**src/rtl/sdqz_pkg.sv**
```systemverilog
// shared types, constants and control structs of the sample compressor
package sdqz_pkg;

	localparam int SAMPLE_BITS = 32;
	localparam int FRACTION_DIGITS_DEF = 6;
	localparam int RUN_LIMIT_DEF = 255;

	localparam int MODE_W = 3;
	localparam int DEC_W = 3;
	localparam int KEEP_W = 9;
	localparam int THR_W = 31;
	localparam int CFG_IDX_W = 3;
	localparam int CFG_DATA_W = 32;
	localparam int POS_W = 8;

	// operating modes
	localparam logic [MODE_W-1:0] MODE_PASS = 3'd0;
	localparam logic [MODE_W-1:0] MODE_ROUND = 3'd1;
	localparam logic [MODE_W-1:0] MODE_DECIM = 3'd2;
	localparam logic [MODE_W-1:0] MODE_THR = 3'd3;
	localparam logic [MODE_W-1:0] MODE_RUN = 3'd4;

	// register indexes
	localparam logic [CFG_IDX_W-1:0] CFG_MODE = 3'd0;
	localparam logic [CFG_IDX_W-1:0] CFG_DECIMALS = 3'd1;
	localparam logic [CFG_IDX_W-1:0] CFG_KEEP = 3'd2;
	localparam logic [CFG_IDX_W-1:0] CFG_THRESHOLD = 3'd3;
	localparam logic [CFG_IDX_W-1:0] CFG_MARKER = 3'd4;

	typedef struct packed {
		logic signed [SAMPLE_BITS-1:0] sample;
		logic                          packet_end;
	} smp_beat_t;

	typedef struct packed {
		logic signed [SAMPLE_BITS-1:0] value;
		logic                          has_value;
		logic                          last;
	} res_beat_t;

	typedef struct packed {
		logic [MODE_W-1:0]            mode;
		logic [DEC_W-1:0]             decimals_kept;
		logic [KEEP_W-1:0]            keep_interval;
		logic [THR_W-1:0]             zero_threshold;
		logic signed [CFG_DATA_W-1:0] run_marker;
	} cfg_t;

	typedef enum logic [2:0] {
		ST_IDLE,
		ST_MUL1,
		ST_MUL2,
		ST_FIN,
		ST_EMIT
	} ctl_state_t;

	typedef struct packed {
		logic       take;
		logic       step1;
		logic       step2;
		logic       step3;
		logic       load;
		logic [1:0] idx;
		logic       commit;
	} dp_cmd_t;

	typedef struct packed {
		logic [1:0] n_res;
	} dp_sts_t;

endpackage

```
**src/rtl/sdqz_ctrl.sv**
```systemverilog
// controller: item sequencing, result beat emission and output valid
module sdqz_ctrl (
	input  logic              clk,
	input  logic              arst_n,
	input  logic              smp_valid,
	output logic              smp_stall,
	output logic              res_valid,
	input  logic              res_stall,
	input  sdqz_pkg::dp_sts_t sts,
	output sdqz_pkg::dp_cmd_t cmd
);
	import sdqz_pkg::*;

	ctl_state_t state_q, state_d;
	logic [1:0] cnt_q, cnt_d;
	logic       res_valid_q;
	logic       slot_free;
	logic       finish;

	assign slot_free = !res_valid_q || !res_stall;
	assign res_valid = res_valid_q;

	always_ff @(posedge clk or negedge arst_n) begin
		if (!arst_n) begin
			state_q <= ST_IDLE;
			cnt_q <= '0;
			res_valid_q <= 1'b0;
		end else begin
			state_q <= state_d;
			cnt_q <= cnt_d;
			if (cmd.load) begin
				res_valid_q <= 1'b1;
			end else if (!res_stall) begin
				res_valid_q <= 1'b0;
			end
		end
	end

	always_comb begin
		state_d = state_q;
		cnt_d = cnt_q;
		cmd = '0;
		smp_stall = 1'b1;
		finish = 1'b0;
		unique case (state_q)
			ST_IDLE: begin
				smp_stall = 1'b0;
				if (smp_valid) begin
					cmd.take = 1'b1;
					state_d = ST_MUL1;
				end
			end
			ST_MUL1: begin
				cmd.step1 = 1'b1;
				state_d = ST_MUL2;
			end
			ST_MUL2: begin
				cmd.step2 = 1'b1;
				state_d = ST_FIN;
			end
			ST_FIN: begin
				cmd.step3 = 1'b1;
				cnt_d = '0;
				state_d = ST_EMIT;
			end
			ST_EMIT: begin
				if (sts.n_res == 2'd0) begin
					finish = 1'b1;
				end else if (slot_free) begin
					cmd.load = 1'b1;
					cmd.idx = cnt_q;
					if (cnt_q == sts.n_res - 2'd1) begin
						finish = 1'b1;
					end else begin
						cnt_d = cnt_q + 2'd1;
					end
				end
				// next item overlaps the last beat of this one
				if (finish) begin
					cmd.commit = 1'b1;
					smp_stall = 1'b0;
					if (smp_valid) begin
						cmd.take = 1'b1;
						state_d = ST_MUL1;
					end else begin
						state_d = ST_IDLE;
					end
				end
			end
			default: begin
				state_d = ST_IDLE;
			end
		endcase
	end

endmodule

```
**src/rtl/sdqz_dp.sv**
```systemverilog
// datapath: decimation counter, reciprocal rounding, threshold, zero runs, result register
module sdqz_dp #(
	parameter int FRACTION_DIGITS = sdqz_pkg::FRACTION_DIGITS_DEF,
	parameter int RUN_LIMIT = sdqz_pkg::RUN_LIMIT_DEF
) (
	input  logic                clk,
	input  logic                arst_n,
	input  sdqz_pkg::cfg_t      cfg,
	input  sdqz_pkg::dp_cmd_t   cmd,
	output sdqz_pkg::dp_sts_t   sts,
	input  sdqz_pkg::smp_beat_t smp,
	output sdqz_pkg::res_beat_t res
);
	import sdqz_pkg::*;

	localparam int SB = SAMPLE_BITS;
	localparam int RUN_W = $clog2(RUN_LIMIT + 1);
	localparam logic [63:0] ONES = (64'd1 << SB) - 64'd1;
	localparam logic [SB-1:0] POW10 [10] = '{
		SB'(64'd1), SB'(64'd10), SB'(64'd100), SB'(64'd1000), SB'(64'd10000),
		SB'(64'd100000), SB'(64'd1000000), SB'(64'd10000000), SB'(64'd100000000),
		SB'(64'd1000000000)
	};
	localparam logic [SB-1:0] RECIP [10] = '{
		SB'(ONES / 64'd1), SB'(ONES / 64'd10), SB'(ONES / 64'd100),
		SB'(ONES / 64'd1000), SB'(ONES / 64'd10000), SB'(ONES / 64'd100000),
		SB'(ONES / 64'd1000000), SB'(ONES / 64'd10000000),
		SB'(ONES / 64'd100000000), SB'(ONES / 64'd1000000000)
	};
	localparam logic [SB-1:0] POS_LIM = SB'(64'd1) << (SB - 1);
	localparam logic [SB-1:0] NEG_LIM = POS_LIM - SB'(64'd1);

	// decimation and run state
	logic [POS_W-1:0]  pos_q;
	logic [RUN_W-1:0]  run_q;

	// pipeline registers
	logic [SB-1:0]     sample_s1;
	logic              pe_s1;
	logic              keep_s1;
	logic              neg_s1;
	logic [SB-1:0]     n_s1;
	logic [SB-1:0]     step_s1;
	logic [SB-1:0]     recip_s1;
	logic [SB-1:0]     q_s2;
	logic [SB-1:0]     p_s3;
	logic [SB-1:0]     mag_s4;
	res_beat_t         res_q;

	logic [3:0]        k;
	logic [SB-1:0]     step;
	logic [SB-1:0]     half;
	logic [SB-1:0]     n_in;
	logic [KEEP_W-1:0] interval;
	logic [KEEP_W-1:0] pos_inc;
	logic [2*SB-1:0]   prod1;
	logic [2*SB-1:0]   prod2;
	logic [SB:0]       p_up;
	logic [SB-1:0]     q_mag;
	logic [SB-1:0]     lim;

	logic              round_en;
	logic              thr_en;
	logic              zero;
	logic [SB-1:0]     rval;
	logic [SB-1:0]     fval;
	logic              emit_val;
	logic              pair;
	logic [RUN_W-1:0]  run1;
	logic [RUN_W-1:0]  run_cnt;
	logic [RUN_W-1:0]  run_nx;
	logic [1:0]        n_res;
	res_beat_t         beat;

	// input side: step lookup, magnitude plus half step, interval position
	always_comb begin
		if (4'(cfg.decimals_kept) >= 4'(FRACTION_DIGITS)) begin
			k = 4'd0;
		end else begin
			k = 4'(FRACTION_DIGITS) - 4'(cfg.decimals_kept);
		end
		step = POW10[k];
		half = step >> 1;
		if (smp.sample[SB-1]) begin
			n_in = half - smp.sample;
		end else begin
			n_in = half + smp.sample;
		end
		if (cfg.keep_interval == '0) begin
			interval = KEEP_W'(1);
		end else if (cfg.keep_interval > KEEP_W'(256)) begin
			interval = KEEP_W'(256);
		end else begin
			interval = cfg.keep_interval;
		end
		pos_inc = KEEP_W'(pos_q) + KEEP_W'(1);
	end

	// quotient estimate is exact or one short
	assign prod1 = (2*SB)'(n_s1) * (2*SB)'(recip_s1);
	assign prod2 = (2*SB)'(q_s2) * (2*SB)'(step_s1);

	always_comb begin
		p_up = {1'b0, p_s3} + {1'b0, step_s1};
		if ({1'b0, n_s1} >= p_up) begin
			q_mag = p_up[SB-1:0];
		end else begin
			q_mag = p_s3;
		end
		lim = neg_s1 ? POS_LIM : NEG_LIM;
	end

	always_ff @(posedge clk) begin
		if (cmd.take) begin
			sample_s1 <= smp.sample;
			pe_s1 <= smp.packet_end;
			keep_s1 <= (pos_q == '0);
			neg_s1 <= smp.sample[SB-1];
			n_s1 <= n_in;
			step_s1 <= step;
			recip_s1 <= RECIP[k];
		end
		if (cmd.step1) begin
			q_s2 <= prod1[2*SB-1:SB];
		end
		if (cmd.step2) begin
			p_s3 <= prod2[SB-1:0];
		end
		if (cmd.step3) begin
			mag_s4 <= (q_mag > lim) ? lim : q_mag;
		end
		if (cmd.load) begin
			res_q <= beat;
		end
	end

	always_ff @(posedge clk or negedge arst_n) begin
		if (!arst_n) begin
			pos_q <= '0;
			run_q <= '0;
		end else begin
			if (cmd.take) begin
				if (smp.packet_end || pos_inc >= interval) begin
					pos_q <= '0;
				end else begin
					pos_q <= pos_inc[POS_W-1:0];
				end
			end
			if (cmd.commit) begin
				run_q <= run_nx;
			end
		end
	end

	// result plan of the current item
	always_comb begin
		round_en = (cfg.mode == MODE_ROUND) || (cfg.mode == MODE_THR) || (cfg.mode == MODE_RUN);
		thr_en = (cfg.mode == MODE_THR) || (cfg.mode == MODE_RUN);
		zero = thr_en && (mag_s4 <= SB'(cfg.zero_threshold));
		if (zero) begin
			rval = '0;
		end else if (neg_s1) begin
			rval = -mag_s4;
		end else begin
			rval = mag_s4;
		end
		fval = round_en ? rval : sample_s1;

		case (cfg.mode) inside
			MODE_DECIM, MODE_THR: emit_val = keep_s1;
			MODE_RUN: emit_val = keep_s1 && !zero;
			default: emit_val = 1'b1;
		endcase

		run1 = run_q + RUN_W'(1);
		pair = 1'b0;
		run_cnt = run_q;
		run_nx = run_q;
		if (cfg.mode == MODE_RUN) begin
			if (keep_s1 && !zero) begin
				pair = (run_q != '0);
				run_nx = '0;
			end else if (keep_s1) begin
				pair = (run1 >= RUN_W'(RUN_LIMIT)) || pe_s1;
				run_cnt = run1;
				run_nx = (run1 >= RUN_W'(RUN_LIMIT)) ? '0 : run1;
			end else begin
				pair = pe_s1 && (run_q != '0);
			end
		end
		if (pe_s1) begin
			run_nx = '0;
		end

		if (pair) begin
			n_res = emit_val ? 2'd3 : 2'd2;
		end else if (emit_val || pe_s1) begin
			n_res = 2'd1;
		end else begin
			n_res = 2'd0;
		end

		beat.has_value = 1'b1;
		beat.last = pe_s1 && (cmd.idx == n_res - 2'd1);
		if (pair && cmd.idx == 2'd0) begin
			beat.value = cfg.run_marker;
		end else if (pair && cmd.idx == 2'd1) begin
			beat.value = {{(SB-RUN_W){1'b0}}, run_cnt};
		end else if (emit_val) begin
			beat.value = fval;
		end else begin
			// empty end of packet
			beat.value = '0;
			beat.has_value = 1'b0;
		end
	end

	assign sts.n_res = n_res;
	assign res = res_q;

endmodule

```
**src/rtl/sample_decimate_quantize_zero_rle_unit.sv**
```systemverilog
// top level: configuration registers, controller and datapath of the sample compressor
//
// Packet sample compressor. Each accepted sample beat passes the rounding steps
// (reciprocal multiply, step multiply, one-step correction and saturation) and then the
// emit state, which loads its result beats in turn while the result slot is free; the next
// sample is accepted in the cycle that loads the last result of the previous one, or in the
// emit state itself when there is none. Samples in modes 0, 2, 5, 6 and 7 take the same
// path and timing. The result register frees the input side while a finished beat waits on
// res_stall. The user must write registers through cfg_we/cfg_index/cfg_wdata only while
// no sample is in flight; the block itself does not enforce it.
module sample_decimate_quantize_zero_rle_unit #(
	parameter int FRACTION_DIGITS = sdqz_pkg::FRACTION_DIGITS_DEF,
	parameter int RUN_LIMIT = sdqz_pkg::RUN_LIMIT_DEF
) (
	input  logic                                clk,
	input  logic                                arst_n,
	input  logic                                cfg_we,
	input  logic [sdqz_pkg::CFG_IDX_W-1:0]      cfg_index,
	input  logic [sdqz_pkg::CFG_DATA_W-1:0]     cfg_wdata,
	input  logic                                smp_valid,
	output logic                                smp_stall,
	input  sdqz_pkg::smp_beat_t                 smp,
	output logic                                res_valid,
	input  logic                                res_stall,
	output sdqz_pkg::res_beat_t                 res
);
	import sdqz_pkg::*;

	cfg_t    cfg_q;
	dp_cmd_t cmd;
	dp_sts_t sts;

	always_ff @(posedge clk or negedge arst_n) begin
		if (!arst_n) begin
			cfg_q.mode <= MODE_PASS;
			cfg_q.decimals_kept <= DEC_W'(6);
			cfg_q.keep_interval <= KEEP_W'(1);
			cfg_q.zero_threshold <= '0;
			cfg_q.run_marker <= {1'b1, {(CFG_DATA_W-1){1'b0}}};
		end else if (cfg_we) begin
			unique case (cfg_index)
				CFG_MODE: cfg_q.mode <= cfg_wdata[MODE_W-1:0];
				CFG_DECIMALS: cfg_q.decimals_kept <= cfg_wdata[DEC_W-1:0];
				CFG_KEEP: cfg_q.keep_interval <= cfg_wdata[KEEP_W-1:0];
				CFG_THRESHOLD: cfg_q.zero_threshold <= cfg_wdata[THR_W-1:0];
				CFG_MARKER: cfg_q.run_marker <= cfg_wdata;
				default: begin
				end
			endcase
		end
	end

	sdqz_ctrl u_ctrl (
		.clk       (clk),
		.arst_n    (arst_n),
		.smp_valid (smp_valid),
		.smp_stall (smp_stall),
		.res_valid (res_valid),
		.res_stall (res_stall),
		.sts       (sts),
		.cmd       (cmd)
	);

	sdqz_dp #(
		.FRACTION_DIGITS (FRACTION_DIGITS),
		.RUN_LIMIT       (RUN_LIMIT)
	) u_dp (
		.clk    (clk),
		.arst_n (arst_n),
		.cfg    (cfg_q),
		.cmd    (cmd),
		.sts    (sts),
		.smp    (smp),
		.res    (res)
	);

	// busy right after a sample beat is taken
	a_busy_after_take: assert property (@(posedge clk) disable iff (!arst_n)
		smp_valid && !smp_stall |=> smp_stall)
		else $error("sample taken while previous one still in rounding");

	a_load_has_result: assert property (@(posedge clk) disable iff (!arst_n)
		cmd.load |-> sts.n_res != 2'd0)
		else $error("result beat loaded for an item with no results");

	// bare beat only closes a packet
	a_bare_is_end: assert property (@(posedge clk) disable iff (!arst_n)
		res_valid && !res.has_value |-> res.last && res.value == '0)
		else $error("bare result beat without end of packet");

endmodule

```
**config.mk**
```make
export PLATFORM = sky130hd
export DESIGN_NAME = sample_decimate_quantize_zero_rle_unit
export DESIGN_NICKNAME = d
export VERILOG_FILES = /design/src/rtl/sdqz_pkg.sv /design/src/rtl/sdqz_ctrl.sv /design/src/rtl/sdqz_dp.sv /design/src/rtl/sample_decimate_quantize_zero_rle_unit.sv
export SDC_FILE = /design/constraint.sdc
export NUM_CORES = 2
export LEC_CHECK = 0
export BUFFER_PORTS_ARGS = -buffer_cell sky130_fd_sc_hd__buf_2
export CORE_MARGIN = 2
export CORE_UTILIZATION = 59
export CTS_CLUSTER_SIZE = 8
export DETAILED_ROUTE_END_ITERATION = 16
export PLACE_DENSITY = 0.81
export SYNTH_ARGS = -nofsm -noshare
export SYNTH_HDL_FRONTEND = slang
export SYNTH_SLANG_ARGS = --single-unit
```
**constraint.sdc**
```tcl
create_clock -name clk -period 20.2 [get_ports clk]
set_input_delay 3.03 -clock clk [delete_from_list [all_inputs] [get_ports clk]]
set_output_delay 3.03 -clock clk [all_outputs]
set_load 0.005 [all_outputs]
```
==> metrics.txt <==
antenna violations before repair 6; Post-Synthesis Cells around 7000; CTS tree yes; first-pass GRT wire length just under 300000 microns; max-cap violations 0; nets@finish roughly 9000; ys flop type edfxtp_1; crit share post-route 44.3%; I/O Buffers approximately 110; CTS sink cnt 340; Total GRT Usage between 30% and 40%; dpl hpwl 145000 microns; post-synth cell types 96; routability congestion estimate approximately 0.94; synthesis warning total 0; Routed Antenna Nets 0; worst min-delay path category flop to flop; ys async rst share between 20% and 30%; CTS resizes 0; Worst setup EP type flop; critical path arrival slightly above 9 ns; die width around 340 microns; Post-synth EDFFs 240; fill count around 9000; fmax between 100 and 150 MHz; setup bufs post-CTS 0; Mapped Nets roughly 8800; grt total ovfl 0; Avg Cell Area, Syn 9.65 sq um; RSZ-0062 raised after global routing no; CTS buffer count 50; WS Path Type flop to flop; Layout Area Growth over Synthesis 5.52%; fraction of layout cells with a size suffix above 1 under 10%; CTS H-tree lvls 2; status complete, no violations; initial DRC count between 3000 and 4000; endpoints failing setup 0; largest net degree at the start of global routing 83; Slew Limit Fails 0; clk_lat worst skew between 0.6 and 0.7 ns; clock root cell clkbuf_16; Synth Cell Area approximately 0.066 sq mm; Die ar. about 0.11 sq mm; final wirelength about 180000 microns; WL/cell around 22 microns; maximum fanout along the worst path 13; Slew HR a little under a fifth; Setup TNS 0 ns; first drt pass iteration count 6; Max Root-Sink Buffers 3; startpoint types flop; IO Count roughly 110; CTS Hold Bufs 0; DR vias/cell a little under 6; # DRC 0; flops & latches, synth between 300 and 400; Core ar. 0.111 sq mm; crit path time final 8.95 ns; clk_skew between 0.06 and 0.07 ns; vias in the first global route between 50000 and 60000; die height around 340 microns; sequential-to-total area share from yosys stat between 10 and 15%; Cell Rows around 120; Hold Vio Cnt, Final 0; total number of vias a little under 50000; Initial Utilization roughly three fifths; clock-pin slew on the worst setup and hold paths about 0.060 ns; Crit path required time 20.56 ns; Worst-Margin Slew 1.22 ns
## metrics by stage
| stage | setup slack, ns | util [%] | instances | cell area, sq um | hold WS [ns] |
|---|---|---|---|---|---|
| global placement | 11.65 | 61.4 | 8264 | 68200 | 0.489 |
| finish | 11.25 | 62.9 | 8360 | 69800 | 0.506 |
| CTS | 11.46 | 62.9 | 8355 | 69800 | 0.507 |
| global route | 10.64 | 62.9 | 8357 | 69800 | 0.517 |
| detailed placement | 11.43 | 61.4 | 8264 | 68200 | 0.494 |
| floorplan | 13.00 | - | 6850 | 66100 | 0.476 |
## per-layer routing
metal	global-route usage [%]	vias to the layer above	share of wire [%]
met5	0	-	0.0094
met4	13.1	2	4.7
met3	5.76	479	8.4
met2	54.4	2363	48
met1	42.4	24400	39
li1	-	21000	-
## flip-flops by register name (all words and copies together) (netlist names), 3 cells and up
name	flops
cfg_q	78
u_dp.res	34
u_dp.mag_s4	32
u_dp.n_s1	32
u_dp.p_s3	32
u_dp.q_s2	32
u_dp.sample_s1	31
u_dp.step_s1	23
u_dp.recip_s1	21
u_dp.pos_q	8
u_dp.run_q	8
u_ctrl.state_q	3
## layout by cell type, fill, tap and decap left out, types with 81 or more instances in the layout
master and instances:
a21oi_1 172, and2_1 478, buf_2 107, buf_4 94, dfrtp_1 96, edfxtp_1 240, fa_1 1305, ha_1 568
inv_1 1559, mux2_2 81, nand2_1 883, nor2_1 121, o21ai_0 149, xnor2_1 185
## Yosys cell counts (7+ instances only)
cell type | count | share of area, %
inv_1 | 1560 | 8.9
fa_1 | 1305 | 40
nand2_1 | 883 | 5.0
ha_1 | 568 | 11
and2_1 | 478 | 4.5
clkbuf_1 | 245 | 1.4
edfxtp_1 | 240 | 11
xnor2_1 | 185 | 2.5
a21oi_1 | 173 | 1.3
o21ai_0 | 149 | 1.1
nor2_1 | 122 | 0.69
dfrtp_1 | 96 | 3.6
mux2_2 | 81 | 1.4
a21o_1 | 77 | 0.87
xor2_1 | 63 | 0.83
nand3_1 | 54 | 0.41
nor3_1 | 53 | 0.40
a22oi_1 | 35 | 0.40
o21a_1 | 27 | 0.31
a31oi_1 | 26 | 0.25
and3_1 | 25 | 0.24
nand4_1 | 25 | 0.24
a211oi_1 | 23 | 0.26
nand2b_1 | 21 | 0.20
nor2b_1 | 21 | 0.20
o21bai_1 | 20 | 0.23
or3_1 | 20 | 0.19
o22ai_1 | 16 | 0.15
buf_1 | 14 | 0.079
buf_2 | 14 | 0.11
nor4_1 | 14 | 0.13
o31ai_1 | 13 | 0.15
or2_2 | 13 | 0.12
o21ai_1 | 12 | 0.091
o211ai_1 | 10 | 0.11
a211o_1 | 8 | 0.11
o21ba_2 | 8 | 0.12
and4_1 | 7 | 0.093
o311ai_1 | 7 | 0.093
or4_1 | 7 | 0.079
## cell type report
class                           count  area [sq um]  area share [%]
Tap cell                         1488          1860            2.67
Inverter                         1562          5870            8.41
Clock inverter                      7           185           0.265
Timing Repair Buffer              201          1240            1.78
Antenna cell                        5          12.5          0.0179
Sequential cell                   340          9710            13.9
Clock buffer                       84          1390            1.99
Multi-Input combinational cell   4673         49500            70.9
## critical path: stages, from the launching register on
cell	delay, ns
edfxtp_1	0.71
buf_4	0.32
nand2_1	0.20
inv_1	0.18
fa_1	0.46
fa_1	0.54
fa_1	0.43
fa_1	0.42
fa_1	0.56
fa_1	0.44
fa_1	0.53
fa_1	0.42
ha_1	0.37
a21o_1	0.20
a211oi_1	0.34
o21ai_0	0.15
a211oi_1	0.88
nand2_1	0.45
a2111oi_1	0.61
o31ai_1	0.19
a21oi_1	0.20
xnor2_1	0.08
## worst paths after layout
check / startpoint / to / slack (ns) / depth (start not counted)
hold / removal: cfg_q[58] / cfg_q[58] / 0.51 / 1
setup / recovery: u_dp.n_s1[2] / u_dp.q_s2[31] / 11.25 / 21
hold reg to reg: cfg_q[58] / cfg_q[58] / 0.51 / 1
min in group asynchronous: arst_n / cfg_q[11] / 2.38 / 1
max in group asynchronous: arst_n / u_dp.pos_q[2] / 16.46 / 2
setup reg to reg: u_dp.n_s1[2] / u_dp.q_s2[31] / 11.25 / 21
## cells by family (layout without fill, tap and decap cells)
family	count (synthesis)	after routing	synth area share [%]
fa+ha+maj	1873	1873	50.3
buf+inv	1837	1854	10.5
simple gates	1785	1785	13.1
compound gates	679	679	6.67
flops	340	340	14.7
xor+xnor	249	249	3.31
mux	87	87	1.47
other cells	0	5	0
Power is left out: the tool's default activity adds up to more than one toggle a clock period on the data nets, which glitch-free logic cannot reach.
